### src/sv/one_wire_bus_master_assert.svh
// assertion macros shared by the bus master rtl
// expects i_clk and i_rst_n in the including module's scope
`ifndef ONE_WIRE_BUS_MASTER_ASSERT_SVH
`define ONE_WIRE_BUS_MASTER_ASSERT_SVH

// same-cycle implication, checked out of reset
`define OWBM_ASSERT_IMPLY(label, ante, cons, msg) \
    label: assert property (@(posedge i_clk) disable iff (!i_rst_n) (ante) |-> (cons)) \
        else $error(msg);

// next-cycle implication, checked out of reset
`define OWBM_ASSERT_NEXT(label, ante, cons, msg) \
    label: assert property (@(posedge i_clk) disable iff (!i_rst_n) (ante) |=> (cons)) \
        else $error(msg);

`endif

### src/sv/owbm_pkg.sv
// shared types and constants of the 1-wire bus master
// no dependencies
package owbm_pkg;

    localparam int unsigned TIMER_WIDTH = 10;
    localparam int unsigned TIMER_MAX   = (2 ** TIMER_WIDTH) - 1;
    localparam int unsigned CFG_W       = 10;
    localparam int unsigned CFG_IDX_W   = 3;
    localparam int unsigned Q_DEPTH     = 2;
    localparam int unsigned QPTR_W      = $clog2(Q_DEPTH);
    localparam int unsigned QCNT_W      = $clog2(Q_DEPTH + 1);

    // request opcodes
    typedef enum logic [1:0] {
        OP_TICK  = 2'd0,
        OP_RESET = 2'd1,
        OP_WRITE = 2'd2,
        OP_READ  = 2'd3
    } t_op;

    // command kinds, also the done_kind codes
    typedef enum logic [1:0] {
        KIND_RESET = 2'd0,
        KIND_WRITE = 2'd1,
        KIND_READ  = 2'd2
    } t_kind;

    // configuration register indexes
    typedef enum logic [CFG_IDX_W-1:0] {
        CFG_RESET_LOW    = 3'd0,
        CFG_PRESENCE     = 3'd1,
        CFG_SLOT_LOW     = 3'd2,
        CFG_WRITE_ZERO   = 3'd3,
        CFG_READ_SAMPLE  = 3'd4,
        CFG_READ_RECOVER = 3'd5
    } t_cfg_idx;

    localparam logic [CFG_W-1:0] RST_RESET_LOW    = 10'd480;
    localparam logic [CFG_W-1:0] RST_PRESENCE     = 10'd60;
    localparam logic [CFG_W-1:0] RST_SLOT_LOW     = 10'd1;
    localparam logic [CFG_W-1:0] RST_WRITE_ZERO   = 10'd60;
    localparam logic [CFG_W-1:0] RST_READ_SAMPLE  = 10'd14;
    localparam logic [CFG_W-1:0] RST_READ_RECOVER = 10'd45;

    typedef struct packed {
        logic [1:0] op;
        logic [7:0] data_byte;
        logic       line_level;
    } t_req;

    typedef struct packed {
        logic       drive_low;
        logic       busy_res;
        logic       done_res;
        logic [1:0] done_kind;
        logic [7:0] read_data;
        logic       no_presence;
    } t_res;

    // classified request as it sits in the queue
    typedef struct packed {
        logic       start;
        t_kind      kind;
        logic [7:0] data_byte;
        logic       line_level;
    } t_cmd;

    typedef struct packed {
        logic [CFG_W-1:0] reset_low_time;
        logic [CFG_W-1:0] presence_wait_time;
        logic [CFG_W-1:0] slot_low_time;
        logic [CFG_W-1:0] write_zero_extra_time;
        logic [CFG_W-1:0] read_sample_time;
        logic [CFG_W-1:0] read_recover_time;
    } t_cfg;

endpackage

### src/sv/owbm_front.sv
// request intake: decodes opcodes and queues classified commands
// depends on owbm_pkg and one_wire_bus_master_assert.svh
`include "one_wire_bus_master_assert.svh"

module owbm_front
    import owbm_pkg::*;
(
    input  logic i_clk,
    input  logic i_rst_n,
    input  logic i_valid,
    input  t_req i_data,
    output logic o_stall,
    output logic o_cmd_valid,
    output t_cmd o_cmd,
    input  logic i_pop
);

    t_cmd              r_q [Q_DEPTH];
    logic [QPTR_W-1:0] r_wr_ptr;
    logic [QPTR_W-1:0] r_rd_ptr;
    logic [QCNT_W-1:0] r_count;
    logic              push;
    logic              grow;
    t_cmd              cmd_in;

    assign o_stall     = (r_count == QCNT_W'(Q_DEPTH));
    assign push        = i_valid && !o_stall;
    assign grow        = push && !i_pop;
    assign o_cmd_valid = (r_count != '0);
    assign o_cmd       = r_q[r_rd_ptr];

    // classify
    always_comb begin
        cmd_in.data_byte  = i_data.data_byte;
        cmd_in.line_level = i_data.line_level;
        cmd_in.start      = 1'b1;
        cmd_in.kind       = KIND_RESET;
        unique case (t_op'(i_data.op))
            OP_RESET: cmd_in.kind = KIND_RESET;
            OP_WRITE: cmd_in.kind = KIND_WRITE;
            OP_READ:  cmd_in.kind = KIND_READ;
            default:  cmd_in.start = 1'b0;
        endcase
    end

    always_ff @(posedge i_clk) begin
        if (push) begin
            r_q[r_wr_ptr] <= cmd_in;
        end
    end

    always_ff @(posedge i_clk) begin
        if (!i_rst_n) begin
            r_wr_ptr <= '0;
            r_rd_ptr <= '0;
            r_count  <= '0;
        end else begin
            if (push) begin
                r_wr_ptr <= QPTR_W'(r_wr_ptr + 1'b1);
            end
            if (i_pop) begin
                r_rd_ptr <= QPTR_W'(r_rd_ptr + 1'b1);
            end
            if (push && !i_pop) begin
                r_count <= QCNT_W'(r_count + 1'b1);
            end else if (!push && i_pop) begin
                r_count <= QCNT_W'(r_count - 1'b1);
            end
        end
    end

    `OWBM_ASSERT_IMPLY(a_pop_not_empty, i_pop, r_count != '0, "pop from empty queue")
    `OWBM_ASSERT_IMPLY(a_count_bound, 1'b1, r_count <= QCNT_W'(Q_DEPTH), "queue overfilled")
    `OWBM_ASSERT_NEXT(a_count_up, grow, r_count == $past(r_count) + 1'b1, "count lost a request")

endmodule

### src/sv/owbm_engine.sv
// bus sequencer: runs one queued request per step and registers the result
// depends on owbm_pkg and one_wire_bus_master_assert.svh
`include "one_wire_bus_master_assert.svh"

module owbm_engine
    import owbm_pkg::*;
(
    input  logic i_clk,
    input  logic i_rst_n,
    input  t_cfg i_cfg,
    input  logic i_cmd_valid,
    input  t_cmd i_cmd,
    output logic o_cmd_pop,
    output logic o_valid,
    output t_res o_data,
    input  logic i_stall
);

    localparam logic [2:0] BIT_LAST = 3'd7;

    typedef enum logic [7:0] {
        PH_IDLE       = 8'b0000_0001,
        PH_RST_LOW    = 8'b0000_0010,
        PH_RST_WAIT   = 8'b0000_0100,
        PH_SLOT_GAP   = 8'b0000_1000,
        PH_SLOT_LOW   = 8'b0001_0000,
        PH_W0_LOW     = 8'b0010_0000,
        PH_RD_WAIT    = 8'b0100_0000,
        PH_RD_RECOVER = 8'b1000_0000
    } t_phase;

    function automatic logic [TIMER_WIDTH-1:0] timer_load(input logic [CFG_W-1:0] v);
        if (v == '0) begin
            return TIMER_WIDTH'(1);
        end else if (32'(v) > TIMER_MAX) begin
            return TIMER_WIDTH'(TIMER_MAX);
        end
        return TIMER_WIDTH'(v);
    endfunction

    t_phase                 r_phase, n_phase;
    logic [TIMER_WIDTH-1:0] r_time, n_time;
    logic [2:0]             r_bit, n_bit;
    logic [7:0]             r_shift, n_shift;
    t_kind                  r_kind, n_kind;
    logic                   r_drive, n_drive;
    logic                   r_out_valid;
    t_res                   r_out;

    logic                   pop;
    logic [TIMER_WIDTH-1:0] t_dec;
    logic                   done;
    logic                   presence;
    logic                   write_end;
    logic                   read_end;
    t_res                   res;
    logic                   timed_phase;
    logic                   low_phase;
    logic                   step_match;

    // output register frees up when taken
    assign pop       = i_cmd_valid && (!r_out_valid || !i_stall);
    assign o_cmd_pop = pop;
    assign o_valid   = r_out_valid;
    assign o_data    = r_out;
    assign t_dec     = TIMER_WIDTH'(r_time - 1'b1);

    assign timed_phase = (r_phase != PH_IDLE) && (r_phase != PH_SLOT_GAP);
    assign low_phase   = (r_phase == PH_RST_LOW) || (r_phase == PH_SLOT_LOW)
                         || (r_phase == PH_W0_LOW);
    assign step_match  = r_out_valid && (r_out.busy_res == (r_phase != PH_IDLE));

    always_comb begin
        n_phase   = r_phase;
        n_time    = r_time;
        n_bit     = r_bit;
        n_shift   = r_shift;
        n_kind    = r_kind;
        n_drive   = r_drive;
        done      = 1'b0;
        presence  = 1'b0;
        write_end = 1'b0;
        read_end  = 1'b0;
        if (pop) begin
            priority if (r_phase == PH_IDLE) begin
                if (i_cmd.start) begin
                    n_kind = i_cmd.kind;
                    unique case (i_cmd.kind)
                        KIND_RESET: begin
                            n_drive = 1'b1;
                            n_phase = PH_RST_LOW;
                            n_time  = timer_load(i_cfg.reset_low_time);
                        end
                        KIND_WRITE, KIND_READ: begin
                            n_shift = (i_cmd.kind == KIND_WRITE) ? i_cmd.data_byte : '0;
                            n_bit   = '0;
                            n_drive = 1'b1;
                            n_phase = PH_SLOT_LOW;
                            n_time  = timer_load(i_cfg.slot_low_time);
                        end
                        default: n_kind = r_kind;
                    endcase
                end
            end else if (r_phase == PH_SLOT_GAP) begin
                n_drive = 1'b1;
                n_phase = PH_SLOT_LOW;
                n_time  = timer_load(i_cfg.slot_low_time);
            end else begin
                n_time = t_dec;
                if (t_dec == '0) begin
                    unique case (r_phase)
                        PH_RST_LOW: begin
                            n_drive = 1'b0;
                            n_phase = PH_RST_WAIT;
                            n_time  = timer_load(i_cfg.presence_wait_time);
                        end
                        PH_RST_WAIT: begin
                            presence = i_cmd.line_level;
                            n_phase  = PH_IDLE;
                            done     = 1'b1;
                        end
                        PH_SLOT_LOW: begin
                            if (r_kind == KIND_WRITE) begin
                                if (r_shift[0]) begin
                                    write_end = 1'b1;
                                end else begin
                                    n_phase = PH_W0_LOW;
                                    n_time  = timer_load(i_cfg.write_zero_extra_time);
                                end
                            end else begin
                                n_drive = 1'b0;
                                n_phase = PH_RD_WAIT;
                                n_time  = timer_load(i_cfg.read_sample_time);
                            end
                        end
                        PH_W0_LOW: write_end = 1'b1;
                        PH_RD_WAIT: begin
                            n_shift = {i_cmd.line_level, r_shift[7:1]};
                            if (i_cfg.read_recover_time == '0) begin
                                read_end = 1'b1;
                            end else begin
                                n_phase = PH_RD_RECOVER;
                                n_time  = timer_load(i_cfg.read_recover_time);
                            end
                        end
                        PH_RD_RECOVER: read_end = 1'b1;
                        default: begin
                            n_phase = PH_IDLE;
                            n_drive = 1'b0;
                        end
                    endcase
                end
            end

            // end of a bit slot
            if (write_end || read_end) begin
                if (write_end) begin
                    n_drive = 1'b0;
                    n_shift = {1'b0, r_shift[7:1]};
                end
                if (r_bit == BIT_LAST) begin
                    n_phase = PH_IDLE;
                    n_bit   = '0;
                    done    = 1'b1;
                end else begin
                    n_bit = 3'(r_bit + 1'b1);
                    if (write_end) begin
                        n_phase = PH_SLOT_GAP;
                    end else begin
                        n_drive = 1'b1;
                        n_phase = PH_SLOT_LOW;
                        n_time  = timer_load(i_cfg.slot_low_time);
                    end
                end
            end
        end
    end

    always_comb begin
        res.drive_low   = n_drive;
        res.busy_res    = (n_phase != PH_IDLE);
        res.done_res    = done;
        res.done_kind   = done ? 2'(n_kind) : 2'(KIND_RESET);
        res.read_data   = (done && n_kind == KIND_READ) ? n_shift : '0;
        res.no_presence = done && (n_kind == KIND_RESET) && presence;
    end

    always_ff @(posedge i_clk) begin
        if (!i_rst_n) begin
            r_phase     <= PH_IDLE;
            r_time      <= '0;
            r_bit       <= '0;
            r_shift     <= '0;
            r_kind      <= KIND_RESET;
            r_drive     <= 1'b0;
            r_out_valid <= 1'b0;
        end else begin
            r_phase <= n_phase;
            r_time  <= n_time;
            r_bit   <= n_bit;
            r_shift <= n_shift;
            r_kind  <= n_kind;
            r_drive <= n_drive;
            if (pop) begin
                r_out_valid <= 1'b1;
            end else if (!i_stall) begin
                r_out_valid <= 1'b0;
            end
        end
    end

    always_ff @(posedge i_clk) begin
        if (pop) begin
            r_out <= res;
        end
    end

    `OWBM_ASSERT_IMPLY(a_timer_live, timed_phase, r_time != '0, "timed phase with empty timer")
    `OWBM_ASSERT_IMPLY(a_low_phase_drives, low_phase, r_drive, "low phase with line released")
    `OWBM_ASSERT_NEXT(a_pop_gives_result, pop, step_match, "step result lost or out of step")

endmodule

### src/sv/one_wire_bus_master.sv
// top level of the 1-wire bus master: configuration registers, intake and sequencer
// depends on owbm_pkg, owbm_front and owbm_engine
//
// Each request is one microsecond tick: op 0 is a plain tick, 1 starts a
// reset with presence detect, 2 writes data_byte lsb first, 3 reads a byte
// lsb first. A request that starts a command while one is running counts as
// a plain tick. Every request yields exactly one result carrying the line
// drive, busy, and on completion the kind, read byte or presence flag.
// Throughput is one request per clock while the result channel does not
// stall; a request's result passes through the intake queue and then the
// sequencer's output register, and the sequencer takes one step per request.
// A two-entry queue sits between intake and sequencer so a stalled result
// does not block intake at once. The user must write timing registers through
// the configuration port only while the master is idle; no logic enforces it.
module one_wire_bus_master
    import owbm_pkg::*;
(
    input  logic                 i_clk,
    input  logic                 i_rst_n,
    // request channel
    input  logic                 i_valid,
    input  t_req                 i_data,
    output logic                 o_stall,
    // result channel
    output logic                 o_valid,
    output t_res                 o_data,
    input  logic                 i_stall,
    // configuration write channel
    input  logic                 i_cfg_valid,
    output logic                 o_cfg_ready,
    input  logic [CFG_IDX_W-1:0] i_cfg_index,
    input  logic [CFG_W-1:0]     i_cfg_data
);

    t_cfg r_cfg;
    logic cmd_valid;
    t_cmd cmd;
    logic cmd_pop;

    // registers always accept a write
    assign o_cfg_ready = 1'b1;

    // timing registers, indexes past the list are dropped
    always_ff @(posedge i_clk) begin
        if (!i_rst_n) begin
            r_cfg.reset_low_time        <= RST_RESET_LOW;
            r_cfg.presence_wait_time    <= RST_PRESENCE;
            r_cfg.slot_low_time         <= RST_SLOT_LOW;
            r_cfg.write_zero_extra_time <= RST_WRITE_ZERO;
            r_cfg.read_sample_time      <= RST_READ_SAMPLE;
            r_cfg.read_recover_time     <= RST_READ_RECOVER;
        end else if (i_cfg_valid && o_cfg_ready) begin
            unique case (t_cfg_idx'(i_cfg_index))
                CFG_RESET_LOW:    r_cfg.reset_low_time        <= i_cfg_data;
                CFG_PRESENCE:     r_cfg.presence_wait_time    <= i_cfg_data;
                CFG_SLOT_LOW:     r_cfg.slot_low_time         <= i_cfg_data;
                CFG_WRITE_ZERO:   r_cfg.write_zero_extra_time <= i_cfg_data;
                CFG_READ_SAMPLE:  r_cfg.read_sample_time      <= i_cfg_data;
                CFG_READ_RECOVER: r_cfg.read_recover_time     <= i_cfg_data;
                default: ;
            endcase
        end
    end

    // intake: decode and queue
    owbm_front u_front (
        .i_clk       (i_clk),
        .i_rst_n     (i_rst_n),
        .i_valid     (i_valid),
        .i_data      (i_data),
        .o_stall     (o_stall),
        .o_cmd_valid (cmd_valid),
        .o_cmd       (cmd),
        .i_pop       (cmd_pop)
    );

    // sequencer: one bus step per queued request
    owbm_engine u_engine (
        .i_clk       (i_clk),
        .i_rst_n     (i_rst_n),
        .i_cfg       (r_cfg),
        .i_cmd_valid (cmd_valid),
        .i_cmd       (cmd),
        .o_cmd_pop   (cmd_pop),
        .o_valid     (o_valid),
        .o_data      (o_data),
        .i_stall     (i_stall)
    );

endmodule

### config.mk
export PLATFORM = sky130hd
export DESIGN_NAME = one_wire_bus_master
export DESIGN_NICKNAME = d
export VERILOG_FILES = /design/src/sv/owbm_pkg.sv /design/src/sv/owbm_front.sv /design/src/sv/owbm_engine.sv /design/src/sv/one_wire_bus_master.sv
export VERILOG_INCLUDE_DIRS = /design/src /design/src/sv
export SDC_FILE = /design/constraint.sdc
export NUM_CORES = 1
export LEC_CHECK = 0
export ABC_AREA = 1
export ABC_CLOCK_PERIOD_IN_PS = 3000
export BUFFER_PORTS_ARGS = -buffer_cell sky130_fd_sc_hd__clkbuf_2
export CAP_MARGIN = 15
export CORE_UTILIZATION = 38
export CTS_BUF_LIST = sky130_fd_sc_hd__clkbuf_8
export DETAILED_ROUTE_END_ITERATION = 10
export PLACE_DENSITY_LB_ADDON = 0.2
export SYNTH_ARGS = -nofsm -noshare
export SYNTH_HDL_FRONTEND = slang
export SYNTH_SLANG_ARGS = --single-unit
### constraint.sdc
create_clock -name i_clk -period 3 [get_ports i_clk]
set_clock_uncertainty 0.2 [all_clocks]
set_input_delay 0.3 -clock i_clk [delete_from_list [all_inputs] [get_ports i_clk]]
set_output_delay 0.3 -clock i_clk [all_outputs]
set_load 0.02 [all_outputs]
==> impl_metrics.json <==
{
  "path_max_fanout": 5,
  "diodes": 0,
  "yosysSeqAreaShare": 0.417,
  "path_class": "reg2reg",
  "leakage_nw": 3.67,
  "p_switching_mw": 4.23,
  "clockBufferDepth": 2,
  "grt_max_degree": 66,
  "syn_area_mm2": 0.00745,
  "status": "complete, no violations",
  "syn2layout_area_growth_pct": 16.5,
  "combPwrFrac": 0.529,
  "slew_violations": 0,
  "grt_antenna_before_repair": 0,
  "htree_levels": 4,
  "vdd_ir_drop_max_mv": 0.418,
  "fin_ws_ns": 0.256,
  "total_power_mw": 8.68,
  "end_kind": "register",
  "swShare": 0.488,
  "finalWirelength_um": 22600,
  "post-synth-top-count-cell": "nand2_1",
  "synth-edff-count": 38,
  "cts_buffers": 17,
  "path_clk_slew_ns": 0.09,
  "pre_cts_ws_ns": 0.170,
  "grt_pass1_vias": 6721,
  "synth_top_cell_area_share": 0.263,
  "worstPathArrival_ns": 2.75,
  "dp_hpwl_um": 16700,
  "final-setup-viol-count": 0,
  "nNetsFinal": 1169,
  "grt_usage": 0.234,
  "min_path_type": "in2reg",
  "relSlewSlack": 0.487,
  "synthCells": 1057,
  "synth_ff_type": "dfxtp_1",
  "drcViolationCount": 0,
  "syn_nets": 1094,
  "io_buffers": 44,
  "fp-row-count": 50,
  "fp.dieH_um": 142,
  "die_area_mm2": 0.0202,
  "fmax_ghz": 0.364,
  "yosys_warnings": 0,
  "final_util": 0.458,
  "fin_crit_ns": 2.74,
  "r2r_slack_ns": 0.26,
  "clockPowerShare": 0.185,
  "fin_tns_setup_ns": 0,
  "die_width_um": 142,
  "ys_ff_latch": 136,
  "maxCapViolCount": 0,
  "critPathLaunchType": "register",
  "cts_tree": "done",
  "tightest_slew_ns": 0.768,
  "power.density_mw_per_mm2": 1000,
  "grt_first_pass_wirelength_um": 36500,
  "rsz0062_at_grt": "no",
  "dr.pass1.iters": 5,
  "synthTopCellsByCount": "nand2_1 (215), nor2_1 (161), inv_1 (116), o21ai_0 (105), dfxtp_1 (98)",
  "worstPathRequired_ns": 3.01,
  "ios": 46,
  "p_int_mw": 4.44,
  "core_mm2": 0.0190,
  "cts_sinks": 136,
  "drt_first_iter_violations": 804,
  "pwr-share-seq": 0.286,
  "postRouteAntennaNets": 0,
  "hold_viol": 0,
  "synth.distinct_cells": 49,
  "gr-total-overflow": 0,
  "avgSynthCellArea_um2": 7.05,
  "final_cells": 1405,
  "gp_congestion": 0.942,
  "initial_core_util": 0.393,
  "synthArstFlopShare": 0,
  "period_share": 0.915,
  "via_per_inst": 5.16,
  "routedWlPerCell_um": 16.1,
  "insertion_delay_ns": 0.45,
  "netlist.top_cell.by_area": "dfxtp_1",
  "clockRootBuffer": "clkbuf_8",
  "synth_top_cells_by_area": "dfxtp_1 (26%), edfxtp_1 (15%), nand2_1 (11%)",
  "placed_cells": 1356,
  "vias": 7248,
  "layout-drive-gt1-share": 0.141
}
sequential cells by signal (all words and copies together), names as in the netlist, named ones only:
signal / cells
r_cfg: 60
u_engine.o_data: 14
u_engine.o_valid: 1
u_engine.r_bit: 3
u_engine.r_drive: 1
u_engine.r_kind: 2
u_engine.r_phase: 8
u_engine.r_shift: 8
u_engine.r_time: 10
u_front.r_count: 2
u_front.r_q: 24
u_front.r_rd_ptr: 1
u_front.r_wr_ptr: 1
cell type report:
type | instances | area, um2
tap | 260 | 325
sequential | 136 | 3100
timing repair buffer | 92 | 618
multi-input combinational | 759 | 3740
clock buffer | 17 | 234
inverter | 126 | 475
fill | 1944 | 10300
clock inverter | 15 | 179
what timing repair did:
item | in CTS | in global routing
hold buffers | 15 | 0
hold endpoints to repair | 27 | 0
buffers inserted | 0 | 2
resized for setup | 0 | 3
endpoints found under the setup margin | 0 | 18
power groups by stage:
stage	combinational [mW]	sequential, mW	clock [mW]
after floorplan	3.05	2.57	0
after global placement	4.50	2.53	0
after detailed placement	4.49	2.52	0
after CTS	4.52	2.48	1.62
after global routing	5.14	2.52	1.69
final	4.59	2.48	1.60
cells by family (layout without fill, tap and decap cells):
family	after synthesis	after routing	synth area share
AO/OA/AOI/OAI	241	241	0.179
XOR/XNOR	1	1	0.00118
adder cells (fa/ha/maj)	8	8	0.0134
buffers and inverters	162	250	0.0830
flip-flops	136	136	0.417
multiplexers	1	1	0.00134
other	1	1	0.000503
AND/OR/NAND/NOR	507	507	0.305
per-stage QoR:
step	cell area, um2	hold slack (ns)
floorplan	7450	0.199
global placement	8090	0.236
detailed placement	8090	0.252
CTS	8650	0.000153
global route	8680	0.0205
finish	8680	0.0198
cells in the final DEF, fill, tap and decap left out, drive strengths merged, types with 7 or more instances in the layout:
master | synthesis | routed
nand2 | 225 | 225
nor2 | 180 | 180
inv | 124 | 133
o21ai | 111 | 111
dfxtp | 98 | 98
a21oi | 80 | 80
nand3 | 76 | 76
clkbuf | 31 | 61
edfxtp | 38 | 38
buf | 5 | 33
dlygate4sd3 | 0 | 15
o211ai | 10 | 10
nand4 | 10 | 10
o22ai | 8 | 8
ha | 8 | 8
nor3 | 7 | 7
o21a | 7 | 7
layer usage:
layer  part of all wire  global-route usage  routed length (um)
met1               0.50               0.343               11300
met2               0.44               0.359                9930
met3              0.049              0.0357                1100
met4              0.011              0.0583                 259
met5                  0                   0                   0
path summary, 6_finish.rpt:
path,from,end,cells after the start
worst min-delay path,i_cfg_data[2],r_cfg[22],3
worst min register to register,u_front.r_rd_ptr,u_front.r_rd_ptr,1
worst max register to register,u_engine.r_time[1],u_engine.o_data[7],15
worst max-delay path,u_engine.r_time[1],u_engine.o_data[7],15
worst max-delay path: stages, from the launching register on:
cell and delay [ns]:
dfxtp_2 0.38, inv_1 0.07, ha_1 0.21, inv_1 0.07, nor2_2 0.05, nor2_2 0.15
nand3_1 0.10, nor2_2 0.15, nand3_2 0.13, nor2_4 0.15, nand2_2 0.13, nor3b_4 0.23
buf_4 0.16, a21oi_1 0.06, a21oi_1 0.20, nor2_1 0.06
No activity file was read; power rests on OpenSTA's default activity.
